[src/design/pilot_afc_pi_loop_macros.svh]
// assertion helpers for the loop design file
`ifndef PILOT_AFC_PI_LOOP_MACROS_SVH
`define PILOT_AFC_PI_LOOP_MACROS_SVH

// same-cycle implication, checked outside reset
`define AFC_ASSERT_IMP(lbl, ante, cons, msg) \
	lbl: assert property (@(posedge clk) disable iff (!arst_n) (ante) |-> (cons)) \
		else $error(msg);

// next-cycle implication, checked outside reset
`define AFC_ASSERT_NXT(lbl, ante, cons, msg) \
	lbl: assert property (@(posedge clk) disable iff (!arst_n) (ante) |=> (cons)) \
		else $error(msg);

`endif

[src/design/afc_pkg.sv]
package afc_pkg;

	// defaults for the top level parameters
	localparam int FRAC_BITS_DEF    = 16;
	localparam int COUNTER_BITS_DEF = 12;

	// shared multiply-accumulate datapath widths
	localparam int MUL_W = 33;
	localparam int ACC_W = 66;

	// configuration port
	localparam int CFG_IDX_W  = 3;
	localparam int CFG_DATA_W = 28;
	localparam logic [CFG_IDX_W-1:0] REG_AFC_ENABLE    = 3'd0;
	localparam logic [CFG_IDX_W-1:0] REG_SIGN_NEGATIVE = 3'd1;
	localparam logic [CFG_IDX_W-1:0] REG_OSC_FREQ      = 3'd2;
	localparam logic [CFG_IDX_W-1:0] REG_INTEG_LIMIT   = 3'd3;
	localparam logic [CFG_IDX_W-1:0] REG_MAX_FREQ_DEV  = 3'd4;
	localparam logic [CFG_IDX_W-1:0] REG_FAST_TICKS    = 3'd5;
	localparam logic [CFG_IDX_W-1:0] REG_INIT_TICKS    = 3'd6;

	// register reset values
	localparam logic [22:0] RST_INTEG_LIMIT  = 23'd1310720;
	localparam logic [15:0] RST_MAX_FREQ_DEV = 16'd3277;
	localparam int          RST_FAST_TICKS   = 3000;
	localparam logic [15:0] RST_INIT_TICKS   = 16'd3000;

	// loop coefficients, Q.16
	localparam int COEF_SHIFT = 16;
	localparam logic [16:0] C_LP1   = 17'd59638;
	localparam logic [16:0] C_LP2   = 17'd5898;
	localparam logic [16:0] C_SL1   = 17'd64881;
	localparam logic [16:0] C_SL2   = 17'd655;
	localparam logic [16:0] KI_FAST = 17'd70654;
	localparam logic [16:0] KP_FAST = 17'd6554;
	localparam logic [16:0] KI_SLOW = 17'd614;
	localparam logic [16:0] KP_SLOW = 17'd0;

	// accumulator operations
	typedef enum logic [1:0] {
		MAC_NOP,
		MAC_LOAD,
		MAC_ADD,
		MAC_SUB
	} mac_op_t;

endpackage

[src/design/afc_mac.sv]
module afc_mac (
	input  logic                                 clk,
	input  afc_pkg::mac_op_t                     op,
	input  logic signed [afc_pkg::MUL_W-1:0]     a,
	input  logic signed [afc_pkg::MUL_W-1:0]     b,
	output logic signed [afc_pkg::ACC_W-1:0]     acc
);

	logic signed [afc_pkg::ACC_W-1:0] prod;
	logic signed [afc_pkg::ACC_W-1:0] acc_q;

	// one signed product per cycle
	assign prod = a * b;

	// accumulate under sequencer control
	always_ff @(posedge clk) begin
		unique case (op)
			afc_pkg::MAC_LOAD: acc_q <= prod;
			afc_pkg::MAC_ADD:  acc_q <= acc_q + prod;
			afc_pkg::MAC_SUB:  acc_q <= acc_q - prod;
			default:           acc_q <= acc_q;
		endcase
	end

	assign acc = acc_q;

endmodule

[src/design/pilot_afc_pi_loop.sv]
// Pilot-tone frequency control loop. Every accepted item gives one result that
// shows the loop state after the item. A tick (action 1) goes through the tick
// update state to the done state; a pilot sample while the loop is on uses the
// one shared 33x33 multiply-accumulate unit, which runs scaling, cross product,
// both low-pass filters and the PI controller in turn; a sample while the loop
// is off goes straight to the done state. Only one item is in work at a time;
// a finished result waits in the output register while the next item is taken.
// The user must write configuration only while no item is in work; not enforced.
`include "pilot_afc_pi_loop_macros.svh"

module pilot_afc_pi_loop #(
	parameter int FRAC_BITS    = afc_pkg::FRAC_BITS_DEF,
	parameter int COUNTER_BITS = afc_pkg::COUNTER_BITS_DEF
) (
	input  logic                               clk,
	input  logic                               arst_n,
	input  logic                               cfg_we,
	input  logic [afc_pkg::CFG_IDX_W-1:0]      cfg_idx,
	input  logic [afc_pkg::CFG_DATA_W-1:0]     cfg_data,
	input  logic                               in_valid,
	output logic                               in_stall,
	input  logic                               action,
	input  logic signed [15:0]                 pilot_i,
	input  logic signed [15:0]                 pilot_q,
	input  logic [15:0]                        rx_gain,
	input  logic [15:0]                        level_att,
	input  logic                               guard_present,
	input  logic                               fast_mute,
	input  logic                               snr_alarm,
	input  logic                               guard_level_alarm,
	output logic                               out_valid,
	input  logic                               out_stall,
	output logic signed [23:0]                 freq_offset,
	output logic signed [29:0]                 rx_freq,
	output logic                               loop_on,
	output logic                               fast_mode,
	output logic                               afc_fail
);

	localparam int AW     = afc_pkg::ACC_W;
	localparam int MW     = afc_pkg::MUL_W;
	localparam int SH_SMP = 39 - FRAC_BITS;
	localparam int TW     = (COUNTER_BITS > 12) ? COUNTER_BITS : 12;
	localparam int TC_MAX_I = (2 ** COUNTER_BITS) - 1;
	localparam int TC_RST_I = (afc_pkg::RST_FAST_TICKS > TC_MAX_I) ? TC_MAX_I
		: afc_pkg::RST_FAST_TICKS;
	localparam logic [TW-1:0] TC_MAX = TW'(TC_MAX_I);
	localparam logic [COUNTER_BITS-1:0] TC_RST = COUNTER_BITS'(TC_RST_I);
	localparam logic signed [AW-1:0] S32_MAX = AW'(64'sd2147483647);
	localparam logic signed [AW-1:0] S32_MIN = -AW'(64'sd2147483648);
	localparam logic signed [AW-1:0] S32_NMAX = -AW'(64'sd2147483647);

	typedef enum logic [4:0] {
		ST_IDLE, ST_GA, ST_SI, ST_SQ, ST_SQP, ST_DIFF, ST_X1, ST_X2, ST_DF,
		ST_L2, ST_EL, ST_S2, ST_ES, ST_INT, ST_OFF, ST_CHK, ST_TICK, ST_DONE
	} state_t;

	function automatic logic signed [31:0] sat32(input logic signed [AW-1:0] v);
		logic signed [AW-1:0] r;
		r = v;
		if (v > S32_MAX) r = S32_MAX;
		if (v < S32_MIN) r = S32_MIN;
		return r[31:0];
	endfunction

	function automatic logic signed [31:0] satd(input logic signed [AW-1:0] v);
		logic signed [AW-1:0] r;
		r = v;
		if (v > S32_MAX) r = S32_MAX;
		if (v < S32_NMAX) r = S32_NMAX;
		return r[31:0];
	endfunction

	function automatic logic signed [AW-1:0] ext32(input logic signed [31:0] v);
		return AW'(v);
	endfunction

	function automatic logic signed [MW-1:0] op32(input logic signed [31:0] v);
		return {v[31], v};
	endfunction

	function automatic logic signed [MW-1:0] opc(input logic [16:0] c);
		return {16'b0, c};
	endfunction

	state_t state_q;

	// configuration registers
	logic        en_q, neg_q;
	logic [27:0] osc_q;
	logic [22:0] lim_q;
	logic [15:0] mfd_q;
	logic [11:0] ftt_q;

	// captured item
	logic               ok_q;
	logic signed [15:0] pi_q, pq_q;
	logic [15:0]        g_q, a_q;

	// loop state
	logic signed [31:0] prev_i_q, prev_q_q, el_q, es_q, integ_q, off_q;
	logic [COUNTER_BITS-1:0] tc_q;
	logic [15:0]             su_q;
	logic                    active_q, fast_q, fail_q;

	// datapath temporaries
	logic [31:0]        ga_q;
	logic signed [31:0] si_q, sq_q, di_q, dq_q, df_q;

	// output register
	logic               out_valid_q;
	logic signed [23:0] fo_q;
	logic signed [29:0] rx_q;
	logic               on_q, fm_q, ff_q;

	// shared unit
	afc_pkg::mac_op_t       mac_op;
	logic signed [MW-1:0]   mac_a, mac_b;
	logic signed [AW-1:0]   acc;

	afc_mac u_mac (
		.clk (clk),
		.op  (mac_op),
		.a   (mac_a),
		.b   (mac_b),
		.acc (acc)
	);

	logic signed [AW-1:0] acc_smp, acc_frac, acc_coef;
	logic [32:0]          off_abs, es_abs;
	logic signed [32:0]   off_ext;
	logic [COUNTER_BITS-1:0] tc_load, tc_nx;
	logic [15:0]          su_nx;
	logic                 fast_nx, active_nx;
	logic [TW-1:0]        ftt_ext;
	logic [16:0]          ki, kp;

	assign acc_smp  = acc >>> SH_SMP;
	assign acc_frac = acc >>> FRAC_BITS;
	assign acc_coef = acc >>> afc_pkg::COEF_SHIFT;

	assign off_ext = {off_q[31], off_q};
	assign off_abs = off_q[31] ? 33'(-off_ext) : 33'(off_ext);
	assign es_abs  = es_q[31] ? 33'(-{es_q[31], es_q}) : {1'b0, es_q};

	assign ki = fast_q ? afc_pkg::KI_FAST : afc_pkg::KI_SLOW;
	assign kp = fast_q ? afc_pkg::KP_FAST : afc_pkg::KP_SLOW;

	// tracking counter reload, saturated to the counter width
	assign ftt_ext = TW'(ftt_q);
	assign tc_load = COUNTER_BITS'((ftt_ext > TC_MAX) ? TC_MAX : ftt_ext);

	// tick update of counters and flags
	always_comb begin
		if ((es_abs > {17'b0, mfd_q}) && (tc_q == '0)) begin
			tc_nx = tc_load;
		end else if (tc_q != '0) begin
			tc_nx = tc_q - 1'b1;
		end else begin
			tc_nx = tc_q;
		end
		fast_nx   = (tc_nx != '0);
		su_nx     = (su_q != '0) ? su_q - 16'd1 : su_q;
		active_nx = en_q && (ok_q || (su_nx != '0));
	end

	// operands for the shared unit
	always_comb begin
		mac_op = afc_pkg::MAC_NOP;
		mac_a  = '0;
		mac_b  = '0;
		unique case (state_q)
			ST_GA: begin
				mac_op = afc_pkg::MAC_LOAD;
				mac_a  = {17'b0, g_q};
				mac_b  = {17'b0, a_q};
			end
			ST_SI: begin
				mac_op = afc_pkg::MAC_LOAD;
				mac_a  = MW'(pi_q);
				mac_b  = {1'b0, acc[31:0]};
			end
			ST_SQ: begin
				mac_op = afc_pkg::MAC_LOAD;
				mac_a  = MW'(pq_q);
				mac_b  = {1'b0, ga_q};
			end
			ST_X1: begin
				mac_op = afc_pkg::MAC_LOAD;
				mac_a  = op32(di_q);
				mac_b  = op32(sq_q);
			end
			ST_X2: begin
				mac_op = afc_pkg::MAC_SUB;
				mac_a  = op32(dq_q);
				mac_b  = op32(si_q);
			end
			ST_DF: begin
				mac_op = afc_pkg::MAC_LOAD;
				mac_a  = opc(afc_pkg::C_LP1);
				mac_b  = op32(el_q);
			end
			ST_L2: begin
				mac_op = afc_pkg::MAC_ADD;
				mac_a  = opc(afc_pkg::C_LP2);
				mac_b  = op32(df_q);
			end
			ST_EL: begin
				mac_op = afc_pkg::MAC_LOAD;
				mac_a  = opc(afc_pkg::C_SL1);
				mac_b  = op32(es_q);
			end
			ST_S2: begin
				mac_op = afc_pkg::MAC_ADD;
				mac_a  = opc(afc_pkg::C_SL2);
				mac_b  = op32(el_q);
			end
			ST_ES: begin
				mac_op = afc_pkg::MAC_LOAD;
				mac_a  = opc(ki);
				mac_b  = op32(el_q);
			end
			ST_INT: begin
				mac_op = afc_pkg::MAC_LOAD;
				mac_a  = opc(kp);
				mac_b  = op32(el_q);
			end
			default: begin
				mac_op = afc_pkg::MAC_NOP;
			end
		endcase
	end

	// configuration writes
	always_ff @(posedge clk or negedge arst_n) begin
		if (!arst_n) begin
			en_q   <= 1'b0;
			neg_q  <= 1'b0;
			osc_q  <= '0;
			lim_q  <= afc_pkg::RST_INTEG_LIMIT;
			mfd_q  <= afc_pkg::RST_MAX_FREQ_DEV;
			ftt_q  <= 12'(afc_pkg::RST_FAST_TICKS);
		end else if (cfg_we) begin
			unique case (cfg_idx)
				afc_pkg::REG_AFC_ENABLE:    en_q   <= cfg_data[0];
				afc_pkg::REG_SIGN_NEGATIVE: neg_q  <= cfg_data[0];
				afc_pkg::REG_OSC_FREQ:      osc_q  <= cfg_data[27:0];
				afc_pkg::REG_INTEG_LIMIT:   lim_q  <= cfg_data[22:0];
				afc_pkg::REG_MAX_FREQ_DEV:  mfd_q  <= cfg_data[15:0];
				afc_pkg::REG_FAST_TICKS:    ftt_q  <= cfg_data[11:0];
				// start-up count is only loaded by reset
				afc_pkg::REG_INIT_TICKS:    ;
				default: ;
			endcase
		end
	end

	// item capture, no reset needed
	always_ff @(posedge clk) begin
		if (in_valid && !in_stall) begin
			pi_q  <= pilot_i;
			pq_q  <= pilot_q;
			g_q   <= rx_gain;
			a_q   <= level_att;
			ok_q  <= guard_present && !fast_mute && !snr_alarm && !guard_level_alarm;
		end
	end

	// datapath temporaries
	always_ff @(posedge clk) begin
		unique case (state_q)
			ST_SI:   ga_q <= acc[31:0];
			ST_SQ:   si_q <= sat32(acc_smp);
			ST_SQP:  sq_q <= sat32(acc_smp);
			ST_DIFF: begin
				di_q <= satd(ext32(si_q) - ext32(prev_i_q));
				dq_q <= satd(ext32(sq_q) - ext32(prev_q_q));
			end
			ST_DF:   df_q <= sat32(acc_frac);
			default: ;
		endcase
	end

	// sequencer, loop state and output register
	always_ff @(posedge clk or negedge arst_n) begin
		if (!arst_n) begin
			state_q     <= ST_IDLE;
			prev_i_q    <= '0;
			prev_q_q    <= '0;
			el_q        <= '0;
			es_q        <= '0;
			integ_q     <= '0;
			off_q       <= '0;
			tc_q        <= TC_RST;
			su_q        <= afc_pkg::RST_INIT_TICKS;
			active_q    <= 1'b0;
			fast_q      <= 1'b1;
			fail_q      <= 1'b0;
			out_valid_q <= 1'b0;
			fo_q        <= '0;
			rx_q        <= '0;
			on_q        <= 1'b0;
			fm_q        <= 1'b0;
			ff_q        <= 1'b0;
		end else begin
			if (out_valid_q && !out_stall && (state_q != ST_DONE)) begin
				out_valid_q <= 1'b0;
			end
			unique case (state_q)
				ST_IDLE: begin
					if (in_valid) begin
						if (action) begin
							state_q <= ST_TICK;
						end else if (active_q) begin
							state_q <= ST_GA;
						end else begin
							state_q <= ST_DONE;
						end
					end
				end
				ST_GA:   state_q <= ST_SI;
				ST_SI:   state_q <= ST_SQ;
				ST_SQ:   state_q <= ST_SQP;
				ST_SQP:  state_q <= ST_DIFF;
				ST_DIFF: begin
					prev_i_q <= si_q;
					prev_q_q <= sq_q;
					state_q  <= ST_X1;
				end
				ST_X1:   state_q <= ST_X2;
				ST_X2:   state_q <= ST_DF;
				ST_DF:   state_q <= ST_L2;
				ST_L2:   state_q <= ST_EL;
				ST_EL: begin
					el_q    <= sat32(acc_coef);
					state_q <= ST_S2;
				end
				ST_S2:   state_q <= ST_ES;
				ST_ES: begin
					es_q    <= sat32(acc_coef);
					state_q <= ST_INT;
				end
				ST_INT: begin
					integ_q <= sat32(ext32(integ_q) + acc_coef);
					state_q <= ST_OFF;
				end
				ST_OFF: begin
					off_q   <= sat32(acc_coef + ext32(integ_q));
					state_q <= ST_CHK;
				end
				ST_CHK: begin
					// offset out of range: restart the loop
					if (off_abs > {10'b0, lim_q}) begin
						off_q   <= '0;
						el_q    <= '0;
						es_q    <= '0;
						integ_q <= '0;
						tc_q    <= tc_load;
					end
					state_q <= ST_DONE;
				end
				ST_TICK: begin
					tc_q     <= tc_nx;
					fast_q   <= fast_nx;
					su_q     <= su_nx;
					active_q <= active_nx;
					fail_q   <= en_q && (fast_nx || !active_nx);
					state_q  <= ST_DONE;
				end
				ST_DONE: begin
					if (!out_valid_q || !out_stall) begin
						out_valid_q <= 1'b1;
						fo_q        <= off_q[23:0];
						rx_q        <= 30'({5'b0, osc_q} + (neg_q ? -off_ext : off_ext));
						on_q        <= active_q;
						fm_q        <= fast_q;
						ff_q        <= fail_q;
						state_q     <= ST_IDLE;
					end
				end
				default: state_q <= ST_IDLE;
			endcase
		end
	end

	assign in_stall    = (state_q != ST_IDLE);
	assign out_valid   = out_valid_q;
	assign freq_offset = fo_q;
	assign rx_freq     = rx_q;
	assign loop_on     = on_q;
	assign fast_mode   = fm_q;
	assign afc_fail    = ff_q;

	`AFC_ASSERT_NXT(a_busy_after_transfer, in_valid && !in_stall, state_q != ST_IDLE, "item transfer did not start the sequencer")
	`AFC_ASSERT_NXT(a_offset_in_limit, state_q == ST_CHK, off_abs <= {10'b0, lim_q}, "offset above limit after range check")
	`AFC_ASSERT_NXT(a_done_holds_result, state_q == ST_DONE && out_valid_q && out_stall, state_q == ST_DONE, "result overwritten while output stalled")
	`AFC_ASSERT_NXT(a_tick_one_step, state_q == ST_TICK, state_q == ST_DONE, "tick update took more than one cycle")

endmodule
[config.mk]
export PLATFORM = sky130hd
export DESIGN_NAME = pilot_afc_pi_loop
export DESIGN_NICKNAME = d
export VERILOG_FILES = /design/src/design/afc_pkg.sv /design/src/design/afc_mac.sv /design/src/design/pilot_afc_pi_loop.sv
export VERILOG_INCLUDE_DIRS = /design/src /design/src/design
export SDC_FILE = /design/constraint.sdc
export NUM_CORES = 2
export LEC_CHECK = 0
export BUFFER_PORTS_ARGS = -buffer_cell sky130_fd_sc_hd__buf_2
export CORE_ASPECT_RATIO = 1.4
export CORE_MARGIN = 2
export CORE_UTILIZATION = 35
export DETAILED_ROUTE_END_ITERATION = 12
export SETUP_SLACK_MARGIN = 0.3
export SYNTH_ARGS = -nofsm -noshare
export SYNTH_HDL_FRONTEND = slang
export SYNTH_SLANG_ARGS = --single-unit
[constraint.sdc]
create_clock -name clk -period 19.3 [get_ports clk]
set_input_delay 4.825 -clock clk [delete_from_list [all_inputs] [get_ports clk]]
set_output_delay 4.825 -clock clk [all_outputs]
set_load 0.02 [all_outputs]
==> impl_metrics.yaml <==
status:
  outcome: "complete, no violations"
power:
  ir_worst_vdd_uv: 212
  p_total_mw: 16.1
  seqPwrFrac_pct: 15.0
  clkPwrFrac_pct: 10.4
  cellPowerDensity_mw_per_mm2: 179
  comb_power_share_pct: 74.6
  switching_share_pct: 55.6
  p_int_mw: 7.15
  p_leak_nw: 41.4
  netSwitchingPower_mw: 8.93
timing:
  final.period_utilization_pct: 84.6
  hold_violations: 0
  tns_ns: 0
  finalClockSkew_ns: 0.0381
  hold_slack_ns: 0.466
  fin_crit_ns: 16.33
  rsz0062_at_grt: "no"
  slew_viol_final: 0
  tightestPinTransition_ns: 1.42
  setup_viol_count_final: 0
  maxSlewHeadroom_pct: 4.37
  fin_ws_ns: 2.97
  fmax_mhz: 61.2
route:
  viasPerCell: 5.57
  routed_wl_um: 303000
  dr_total_vias: 67300
  ant_nets: 0
  drtIter0Drc: 6153
  wire_per_inst_um: 25.0
  dr.pass1.iters: 9
  drc: 0
layout:
  final_common_cell: "inv_1"
  fill_cells: 23200
  drive_above_1_share_pct: 8.16
  syn2layout_area_growth_pct: 9.22
  nets: 10600
  final_util_pct: 38.4
  final_cell_mix: "inv_1, fa_1, nand2_1, nor2_1, ha_1"
  multi_input_area_mm2: 0.0567
  register_area_mm2: 0.0189
floorplan:
  ios: 164
  die_h_um: 577
  die_area_mm2: 0.239
  start_util_pct: 35.2
  dieWidth_um: 414
  num_rows: 210
  coreArea_mm2: 0.234
worst_setup_path:
  crit_buf_inv: 7
  worst-endpoint-required_ns: 19.70
  cp.depth: 46
  rr_worst_depth: 46
  slowest_delay_ns: 0.86
  cp-end-kind: "register"
  crit_fanout: 34
  critPathKind: "reg -> reg"
  worstReg2RegStart: "state_q[0]"
  cp_top_family: "compound AO/OA/AOI/OAI gates"
  crit_top_cell: "fa_1"
  arrival_ns: 16.73
  worstReg2RegEnd: "u_mac.acc[62]"
  ff2ff_setup_slack_ns: 2.97
  critPathSlowestCell: "or3_1"
  cp-start-kind: "register"
  critPathLaunch: "state_q[0]"
logic_synthesis:
  async_flop_share_pct: 53.2
  avgSynthCellArea_um2: 9.14
  postSynthCellCount: 8993
  yosysSeqAreaShare_pct: 23.0
  synth.cell_area_mm2: 0.0822
  synth-seq-cells: 690
  synth_edf_count: 323
  ys_types: 117
  synth-main-ff-cell: "dfrtp_1"
  syn-num-nets: 10700
  yosys_warnings: 0
grt:
  track_usage_pct: 25.5
  grt_util_met3_pct: 4.09
  grt_busiest_layer: "met2"
  antenna_found_initial: 8
  first_global_vias: 70400
  grt_use_met2_pct: 43.4
  grt_pass1_wl_um: 456000
  grt_overflow: 0
  gr-usage-met1_pct: 29.8
  grt_max_degree: 121
hold_path:
  min_from: "su_q[13]"
  min_path_type: "reg -> reg"
  min_to: "su_q[13]"
  whs_path_depth: 1
cts:
  cts.sinks: 690
  ctsLongestPathBuffers: 3
  path_clk_slew_ns: 0.06
  cts_resized: 0
  clkLatencyLatePin_ns: 0.72
  cts_tree: "yes"
  cts-htree-levels: 3
  cts_buffers: 81
  clockRootBuffer: "clkbuf_16"
  post_cts_buffers: 0
  hold_buffers: 0
place:
  place_congestion: 0.993
  port_buffers: 163
  pre_cts_ws_ns: 3.28
  dp_hpwl_um: 241000
flow_run:
  maxCapViolations: 0
## worst reg2reg max path, delay by kind of cell, from the launching register on
family / cells / cell delay (ns)
xor gates and xnor gates: 2 / 0.37
DFF: 1 / 0.78
and+or+nand+nor: 9 / 3.70
buffers and inverters: 7 / 1.04
adders and majority gates: 10 / 4.82
AOI/OAI and AO/OA: 18 / 5.37
## metrics by stage
step,cells,area (µm²)
final,12100,89800
after CTS,12100,89800
after global routing,12100,89800
after detailed placement,11900,86900
after floorplan,8993,82200
after global placement,11900,86900
## layout make-up
type                            count  area share, %
Sequential cell                   690           21.1
Clock inverter                     37          0.635
Tap cell                         3074           4.28
Clock buffer                      113           2.57
Inverter                         1422           5.95
Antenna cell                       11         0.0307
Multi-Input combinational cell   6414           63.1
Timing Repair Buffer              332           2.35
## power by group through the flow
stage / registers [mW] / clock network, mW / logic (mW)
after floorplan: 2.24 / 0 / 8.11
after global placement: 2.42 / 0 / 11.7
after detailed placement: 2.43 / 0 / 11.7
after CTS: 2.41 / 1.70 / 11.9
after global routing: 2.42 / 1.75 / 13.1
final: 2.41 / 1.67 / 12.0
## Yosys cell counts, drive strengths merged, types with 14 or more instances
cell | number | area, µm²
buf | 59 | 259
nand3 | 159 | 796
a21o | 175 | 1310
a31oi | 49 | 313
fa | 1127 | 22600
a222oi | 33 | 330
ha | 470 | 5880
or2 | 20 | 125
o211ai | 29 | 223
maj3 | 59 | 591
and2 | 56 | 353
o21a | 50 | 377
or4 | 27 | 203
a2111oi | 14 | 160
nor2b | 37 | 239
nand4b | 14 | 123
mux2 | 99 | 1110
dfstp | 31 | 815
inv | 1421 | 5330
mux2i | 18 | 180
o21ai | 509 | 2550
nor4 | 53 | 353
and4 | 15 | 131
a22o | 19 | 166
dfrtp | 336 | 8410
a21oi | 350 | 1750
a221o | 27 | 270
and3 | 54 | 338
xnor2 | 239 | 2100
nor2 | 720 | 2730
nand2 | 1113 | 4190
nor3 | 114 | 576
a211o | 28 | 245
or3 | 45 | 292
a22oi | 75 | 563
nand2b | 45 | 282
o31ai | 50 | 389
clkbuf | 408 | 1530
edfxtp | 323 | 9700
a211oi | 59 | 443
a221oi | 32 | 293
xor2 | 142 | 1250
o21bai | 50 | 375
nand4 | 70 | 444
## how the worst max path moves through the flow
stage,endpoint
floorplan,u_mac.acc[64]
global placement,u_mac.acc[62]
detailed placement,u_mac.acc[62]
CTS,u_mac.acc[62]
global route,u_mac.acc[62]
finish,u_mac.acc[62]
## cell families after synthesis
logic type / count (synthesis) / synth area share [%]
AO/OA/AOI/OAI: 1666 / 13.2
AND/OR/NAND/NOR: 2594 / 14.2
buffers and inverters: 1889 / 8.67
flip-flops: 690 / 23.0
XOR/XNOR: 381 / 4.08
multiplexers: 117 / 1.58
adder cells (fa/ha/maj): 1656 / 35.3
## layer usage
layer / share of wire [%] / wire [µm] / up-vias
met3: 6.8 / 20600 / 758
met1: 37 / 111000 / 34300
li1: - / - / 29500
met2: 49 / 147000 / 2830
met4: 7.8 / 23600 / 2
met5: 0.0043 / 13 / -
## flip-flops by register name, indices dropped and copies added, names as in the netlist, 23 cells and up
| signal | cells |
|---|---|
| rx_freq | 30 |
| u_mac.acc | 66 |
| si_q | 32 |
| di_q | 32 |
| el_q | 32 |
| integ_q | 32 |
| df_q | 32 |
| freq_offset | 24 |
| sq_q | 32 |
| off_q | 32 |
| ga_q | 32 |
| lim_q | 23 |
| prev_i_q | 32 |
| osc_q | 28 |
| es_q | 32 |
| dq_q | 32 |
| prev_q_q | 32 |
Note: power is estimated with default switching activity, not from simulation.
